### config.mk
export PLATFORM = sky130hd
export DESIGN_NAME = crc32_word_update_unit_flat
export DESIGN_NICKNAME = d
export VERILOG_FILES = /design/src/hdl/crcwu_pkg.sv /design/src/hdl/crcwu_channels.sv /design/src/hdl/crc32_word_update_unit.sv /design/src/flat_wrapper.sv
export SDC_FILE = /design/constraint.sdc
export NUM_CORES = 2
export LEC_CHECK = 0
export ABC_AREA = 1
export CAP_MARGIN = 20
export CORE_ASPECT_RATIO = 0.75
export CORE_MARGIN = 1.5
export CORE_UTILIZATION = 35
export DETAILED_ROUTE_END_ITERATION = 8
export DONT_BUFFER_PORTS = 1
export PLACE_DENSITY_LB_ADDON = 0.25
export SYNTH_ARGS = -nofsm -noshare
export SYNTH_HDL_FRONTEND = slang
export SYNTH_SLANG_ARGS = --single-unit
### constraint.sdc
create_clock -name clk -period 8.32 [get_ports clk]
set_input_delay 1.248 -clock clk [delete_from_list [all_inputs] [get_ports clk]]
set_output_delay 1.248 -clock clk [all_outputs]
set_load 0.005 [all_outputs]
### src/hdl/crcwu_pkg.sv
// crcwu_pkg: widths, register indexes and reset values for the crc32 word update unit
// no dependencies; used by the channel interfaces and by crc32_word_update_unit
package crcwu_pkg;

  localparam int unsigned CRC_W       = 32;
  localparam int unsigned COUNT_W     = 3;
  localparam int unsigned COL_IDX_W   = 5;
  localparam int unsigned CFG_INDEX_W = 2;

  typedef logic [CRC_W-1:0]       crc_word_t;
  typedef logic [COUNT_W-1:0]     byte_count_t;
  typedef logic [COL_IDX_W-1:0]   col_idx_t;
  typedef logic [CFG_INDEX_W-1:0] cfg_index_t;

  // configuration register indexes
  localparam cfg_index_t REG_POLYNOMIAL    = 2'd0;
  localparam cfg_index_t REG_INITIAL_VALUE = 2'd1;

  localparam crc_word_t POLY_RESET     = 32'h04C1_1DB7;
  localparam crc_word_t INIT_RESET     = 32'h0000_0000;
  localparam crc_word_t CRC_ALL_ONES   = 32'hFFFF_FFFF;
  localparam col_idx_t  COL_LAST       = 5'd31;

endpackage

### src/hdl/crcwu_channels.sv
// crcwu channel interfaces: input items, result items and configuration writes
// depends on crcwu_pkg
interface crcwu_in_if import crcwu_pkg::*; ();
  logic        valid;
  logic        ready;
  logic        start_of_message;
  crc_word_t   data_word;
  byte_count_t byte_count;

  modport source (output valid, start_of_message, data_word, byte_count, input ready);
  modport sink   (input valid, start_of_message, data_word, byte_count, output ready);
endinterface

interface crcwu_out_if import crcwu_pkg::*; ();
  logic      valid;
  logic      ready;
  crc_word_t crc_value;

  modport source (output valid, crc_value, input ready);
  modport sink   (input valid, crc_value, output ready);
endinterface

interface crcwu_cfg_if import crcwu_pkg::*; ();
  logic       valid;
  logic       ready;
  cfg_index_t index;
  crc_word_t  data;

  modport source (output valid, index, data, input ready);
  modport sink   (input valid, index, data, output ready);
endinterface

### src/hdl/crc32_word_update_unit.sv
// an accepted item passes the input register, then the result register; a stalled output holds both
// throughput: one 32-bit item per cycle while the output is not stalled and no build runs;
// the remainder register feeds back through a 32-column xor tree, columns x^(32+j) mod poly
// precomputed per polynomial; reset (sync, active low) and every polynomial write start a column
// build of all 32 columns, one column per cycle, during which no item is accepted;
// config writes always taken; depends on crcwu_pkg and crcwu_channels
module crc32_word_update_unit import crcwu_pkg::*; (
  input  logic          clk,
  input  logic          rst_n,
  crcwu_in_if.sink      in_chan,
  crcwu_out_if.source   out_chan,
  crcwu_cfg_if.sink     cfg_chan
);

  crc_word_t   poly_r;
  crc_word_t   init_r;
  crc_word_t   rem_r;
  crc_word_t   rem_nxt;

  // column build sequencer
  crc_word_t   col_r [CRC_W];
  crc_word_t   work_r;
  crc_word_t   work_nxt;
  col_idx_t    build_cnt_r;
  logic        build_busy_r;

  // input register
  logic        s1_valid_r;
  logic        s1_sop_r;
  crc_word_t   s1_word_r;
  byte_count_t s1_cnt_r;

  // result register
  logic        out_valid_r;
  crc_word_t   crc_r;

  logic        in_fire;
  logic        advance;
  logic        poly_wr;
  logic        init_wr;
  crc_word_t   rem_base;
  crc_word_t   mix;
  crc_word_t   top_bits;
  crc_word_t   shifted;
  crc_word_t   folded;

  assign poly_wr = cfg_chan.valid && (cfg_chan.index == REG_POLYNOMIAL);
  assign init_wr = cfg_chan.valid && (cfg_chan.index == REG_INITIAL_VALUE);
  assign cfg_chan.ready = 1'b1;

  assign advance = !out_valid_r || out_chan.ready;
  assign in_chan.ready = !build_busy_r && !poly_wr && (!s1_valid_r || advance);
  assign in_fire = in_chan.valid && in_chan.ready;

  assign out_chan.valid     = out_valid_r;
  assign out_chan.crc_value = crc_r;

  // next column: multiply by x modulo the polynomial
  assign work_nxt = work_r[CRC_W-1] ? ({work_r[CRC_W-2:0], 1'b0} ^ poly_r)
                                    : {work_r[CRC_W-2:0], 1'b0};

  always_ff @(posedge clk) begin
    if (!rst_n) begin
      poly_r       <= POLY_RESET;
      init_r       <= INIT_RESET;
      work_r       <= POLY_RESET;
      build_cnt_r  <= '0;
      build_busy_r <= 1'b1;
    end else begin
      if (init_wr) begin
        init_r <= cfg_chan.data;
      end
      if (poly_wr) begin
        poly_r       <= cfg_chan.data;
        work_r       <= cfg_chan.data;
        build_cnt_r  <= '0;
        build_busy_r <= 1'b1;
      end else if (build_busy_r) begin
        work_r      <= work_nxt;
        build_cnt_r <= build_cnt_r + col_idx_t'(1);
        if (build_cnt_r == COL_LAST) begin
          build_busy_r <= 1'b0;
        end
      end
    end
  end

  always_ff @(posedge clk) begin
    if (build_busy_r && !poly_wr) begin
      col_r[build_cnt_r] <= work_r;
    end
  end

  // remainder update: high bytes reduced through the columns, low bytes shifted up
  always_comb begin
    rem_base = s1_sop_r ? ~init_r : rem_r;
    mix      = rem_base ^ s1_word_r;
    case (s1_cnt_r)
      3'd0: begin
        top_bits = '0;
        shifted  = rem_base;
      end
      3'd1: begin
        top_bits = {24'd0, mix[31:24]};
        shifted  = {rem_base[23:0], 8'd0};
      end
      3'd2: begin
        top_bits = {16'd0, mix[31:16]};
        shifted  = {rem_base[15:0], 16'd0};
      end
      3'd3: begin
        top_bits = {8'd0, mix[31:8]};
        shifted  = {rem_base[7:0], 24'd0};
      end
      default: begin
        // four bytes, counts above four saturate here
        top_bits = mix;
        shifted  = '0;
      end
    endcase
    folded = '0;
    for (int j = 0; j < CRC_W; j++) begin
      folded = folded ^ ({CRC_W{top_bits[j]}} & col_r[j]);
    end
    rem_nxt = shifted ^ folded;
  end

  always_ff @(posedge clk) begin
    if (!rst_n) begin
      s1_valid_r  <= 1'b0;
      out_valid_r <= 1'b0;
      rem_r       <= CRC_ALL_ONES;
    end else begin
      if (in_fire) begin
        s1_valid_r <= 1'b1;
      end else if (advance) begin
        s1_valid_r <= 1'b0;
      end
      if (s1_valid_r && advance) begin
        out_valid_r <= 1'b1;
        rem_r       <= rem_nxt;
      end else if (out_chan.ready) begin
        out_valid_r <= 1'b0;
      end
    end
  end

  always_ff @(posedge clk) begin
    if (in_fire) begin
      s1_sop_r  <= in_chan.start_of_message;
      s1_word_r <= in_chan.data_word;
      s1_cnt_r  <= in_chan.byte_count;
    end
    if (s1_valid_r && advance) begin
      crc_r <= ~rem_nxt;
    end
  end

`ifndef SYNTHESIS
  a_poly_wr_rebuilds: assert property (@(posedge clk) disable iff (!rst_n)
    poly_wr |=> (build_busy_r && build_cnt_r == '0))
    else $error("polynomial write did not restart the column build");

  a_no_accept_in_build: assert property (@(posedge clk) disable iff (!rst_n)
    build_busy_r |-> !in_fire)
    else $error("item accepted while columns are being built");

  a_stage_moves_to_out: assert property (@(posedge clk) disable iff (!rst_n)
    (s1_valid_r && advance) |=> (out_valid_r && crc_r == ~rem_r))
    else $error("result register does not match updated remainder");

  a_stall_holds_rem: assert property (@(posedge clk) disable iff (!rst_n)
    (out_valid_r && !out_chan.ready) |=> $stable(rem_r))
    else $error("remainder changed while result stalled");
`endif

endmodule
### src/flat_wrapper.sv
// flat-port wrapper written by rule: the top's interface ports become plain ports
module crc32_word_update_unit_flat import crcwu_pkg::*;
  (clk, rst_n, in_chan_valid, in_chan_start_of_message, in_chan_data_word, in_chan_byte_count, in_chan_ready, out_chan_valid, out_chan_crc_value, out_chan_ready, cfg_chan_valid, cfg_chan_index, cfg_chan_data, cfg_chan_ready);
  crcwu_in_if in_chan_i ();
  crcwu_out_if out_chan_i ();
  crcwu_cfg_if cfg_chan_i ();
  input  logic clk;
  input  logic rst_n;
  input wire logic [$bits(in_chan_i.valid)-1:0] in_chan_valid;
  input wire logic [$bits(in_chan_i.start_of_message)-1:0] in_chan_start_of_message;
  input wire logic [$bits(in_chan_i.data_word)-1:0] in_chan_data_word;
  input wire logic [$bits(in_chan_i.byte_count)-1:0] in_chan_byte_count;
  output wire logic [$bits(in_chan_i.ready)-1:0] in_chan_ready;
  output wire logic [$bits(out_chan_i.valid)-1:0] out_chan_valid;
  output wire logic [$bits(out_chan_i.crc_value)-1:0] out_chan_crc_value;
  input wire logic [$bits(out_chan_i.ready)-1:0] out_chan_ready;
  input wire logic [$bits(cfg_chan_i.valid)-1:0] cfg_chan_valid;
  input wire logic [$bits(cfg_chan_i.index)-1:0] cfg_chan_index;
  input wire logic [$bits(cfg_chan_i.data)-1:0] cfg_chan_data;
  output wire logic [$bits(cfg_chan_i.ready)-1:0] cfg_chan_ready;
  assign in_chan_i.valid = in_chan_valid;
  assign in_chan_i.start_of_message = in_chan_start_of_message;
  assign in_chan_i.data_word = in_chan_data_word;
  assign in_chan_i.byte_count = in_chan_byte_count;
  assign in_chan_ready = in_chan_i.ready;
  assign out_chan_valid = out_chan_i.valid;
  assign out_chan_crc_value = out_chan_i.crc_value;
  assign out_chan_i.ready = out_chan_ready;
  assign cfg_chan_i.valid = cfg_chan_valid;
  assign cfg_chan_i.index = cfg_chan_index;
  assign cfg_chan_i.data = cfg_chan_data;
  assign cfg_chan_ready = cfg_chan_i.ready;
  crc32_word_update_unit u_core (.clk(clk), .rst_n(rst_n), .in_chan(in_chan_i), .out_chan(out_chan_i), .cfg_chan(cfg_chan_i));
endmodule
==> impl_metrics.tcl <==
set metrics [dict create \
    gp_congestion 0.9284 \
    syn_inst 5984 \
    hp-class "reg -> reg" \
    max-clock-path-buffers 3 \
    tightest_slew_ns 1.209 \
    slew_violations 0 \
    fp.dieW_um 475.2 \
    floorplan.rows 129 \
    antenna_found_initial 24 \
    ys_ff_latch 1228 \
    track_usage_pct 23.51 \
    timing.final.ws_setup_ns 3.578 \
    synth_nets 6064 \
    ys_types 60 \
    start_util_pct 35.37 \
    rsz0062_at_grt "false" \
    syn_area_mm2 0.05852 \
    hold_buffers 0 \
    vias_per_cell 5.080 \
    worstPathMaxFanout 37 \
    cap_violations 0 \
    fin_util_pct 39.41 \
    final_common_cell "nand2_1" \
    num_io_pins 110 \
    yosys_warnings 0 \
    clock.fmax_mhz 210.9 \
    fin_area_mm2 0.06520 \
    register_area_mm2 0.03553 \
    end_kind "register" \
    relSlewSlack_pct 19.43 \
    path_clk_slew_ns 0.07 \
    dp_hpwl_um 131100 \
    cts.sinks 1228 \
    root_buffer "clkbuf_16" \
    layout_common_cells "2337 x nand2_1, 1092 x edfxtp_1, 548 x inv_1" \
    die_h_um 357.1 \
    grt-ovfl-total 0 \
    drt-initial-drc-count 5789 \
    postSynth.asyncResetShare_pct 0 \
    wire_per_inst_um 24.30 \
    io_buffers 0 \
    arrival_ns 5.16 \
    ctsResizeCount 0 \
    syn_to_final_growth_pct 11.41 \
    place_ws_ns 3.703 \
    placed_cell_area_mm2 0.06137 \
    finalSetupViolations 0 \
    totalWireLength_um 203400 \
    fin_tns_setup_ns 0 \
    p_leak_nw 25.90 \
    cts-buffers-inserted 119 \
    yosysSeqAreaShare_pct 60.69 \
    clock_skew_ns 0.03034 \
    clock_latency_ns 0.76 \
    outcome "finished, final reports clean" \
    cts_tree "done" \
    max-vdd-ir-drop_mv 0.1843 \
    htree_levels 3 \
    crit_required_ns 8.74 \
    cp-start-kind "register" \
    synth_top_area_share_pct 56.03 \
    cts_setup_buffers 0 \
    drc 0 \
    finalNetCount 6122 \
    grt_pass1_vias 37920 \
    min_from "u_core.poly_r[0]" \
    rr_worst_depth 23 \
    firstDrtPassIters 6 \
    grt_max_degree 66 \
    ys.flop_type "edfxtp_1" \
    avgSynthCellArea_um2 9.780 \
    antenna_left 0 \
    netlist_top_cells_area "edfxtp_1 56%, nand2_1 15%, dfxtp_1 4.7%" \
    die_area_mm2 0.1697 \
    worst_r2r_startpoint "u_core.s1_sop_r" \
    grt_pass1_wl_um 282100 \
    critical_path_class "reg -> reg" \
    multi_input_area_mm2 0.02011 \
    fin_crit_ns 4.742 \
    design.core.area_mm2 0.1654 \
    crit_start "u_core.s1_sop_r" \
    final-hold-violation-count 0 \
    synth_edf_count 1092 \
    fin_crit_sh_pct 56.99 \
    drive_gt1_share_pct 6.774 \
    num_vias 42520 \
    min_delay_path_depth 2 \
    yosys.area.top_type "edfxtp_1" \
    fillers 15980 \
    power_density_mw_per_mm2 200.0 \
]
final timing paths:
check | end | slack, ns
worst min-delay path | u_core.poly_r[0] | 0.46
worst min register to register | u_core.poly_r[0] | 0.46
worst max register to register | u_core.out_chan.crc_value[30] | 3.58
worst max-delay path | u_core.out_chan.crc_value[30] | 3.58
flip-flops by register name (all words and copies together) (netlist names):
signal	cells
u_core.s1_word_r	32
u_core.s1_cnt_r	3
u_core.work_r	32
u_core.rem_r	32
u_core.build_cnt_r	5
u_core.build_busy_r	1
u_core.s1_sop_r	1
u_core.out_chan.crc_value	32
u_core.out_chan.valid	1
u_core.col_r	1024
u_core.poly_r	32
u_core.init_r	32
u_core.s1_valid_r	1
power by group:
part,internal (mW),switching [mW]
registers,6.84,0.0777
clock network,3.00,2.47
logic,0.151,0.494
total,10.0,3.05
per-stage QoR:
| step | hold slack, ns | std cells | power [mW] |
|---|---|---|---|
| 6_report | 0.4642 | 8369 | 13.04 |
| 5_1_grt | 0.4797 | 8368 | 13.39 |
| 4_1_cts | 0.4633 | 8368 | 13.10 |
| 3_5_place_dp | 0.4455 | 8148 | 7.683 |
| 3_3_place_gp | 0.4386 | 8147 | 7.671 |
| 2_1_floorplan | 0.4281 | 5984 | 7.382 |
per-layer routing:
layer  vias to the layer above  GRT usage [%]  wire [um]
li1                      19590              -          -
met1                     20670          34.78      90470
met2                      1958          34.89      86670
met3                       275          4.725      20620
met4                        16          6.199       5524
met5                         -              0         95
logic make-up (layout without fill, tap and decap cells):
logic type / count (synthesis) / after routing / share of synthesized area, %
adder cells (fa/ha/maj): 5 / 5 / 0.1069
buffers and inverters: 736 / 893 / 5.356
flip-flops: 1228 / 1228 / 60.69
AND/OR/NAND/NOR: 3235 / 3235 / 23.12
AO/OA/AOI/OAI: 213 / 213 / 2.132
XOR/XNOR: 566 / 566 / 8.597
other: 1 / 2 / 0.006408
critical path, cell delays in order, from the launching register on:
cell and delay (ns):
edfxtp_1 0.32, buf_4 0.36, inv_6 0.21, nand2_1 0.16, nand2_1 0.08, nand2_1 0.14, nand3_2 0.56, inv_2 0.61
buf_4 0.46, nand4_1 0.18, nand2_1 0.09, nand3_1 0.06, nand2_1 0.09, inv_1 0.04, nand2_1 0.06, nand2_1 0.08
nor2_1 0.14, inv_1 0.06, nand2_1 0.05, nand2_1 0.06, nand3_1 0.11, nand2_1 0.07, nand2_1 0.07, nand2_1 0.24
cell usage after synthesis, drive strengths merged, types with 2 or more instances:
cell     instances
clkinv           3
nor3            31
a211o            2
ha               5
nand3b          85
a31oi           20
a221oi           3
nand3          451
nand2         2350
inv            564
xnor2          259
nand2b           4
a22oi            3
nor4             2
buf            123
edfxtp        1092
a21oi           60
o211ai           6
o22ai           15
o2111ai          2
nand4           45
or2             41
a21o             3
clkbuf          46
nor2           224
dfxtp          136
o21bai           2
o21ai           85
o221ai           9
xor2           306
area by class of cell:
cell class | count | area share [%]
antenna | 1 | 0.003838
clock buffer | 160 | 5.009
clock inverter | 60 | 0.8635
inverter | 567 | 3.281
multi-input combinational | 4020 | 30.84
sequential | 1228 | 54.49
tap | 2227 | 4.274
timing repair buffer | 106 | 1.245
Note: power is estimated with default switching activity, not from simulation.
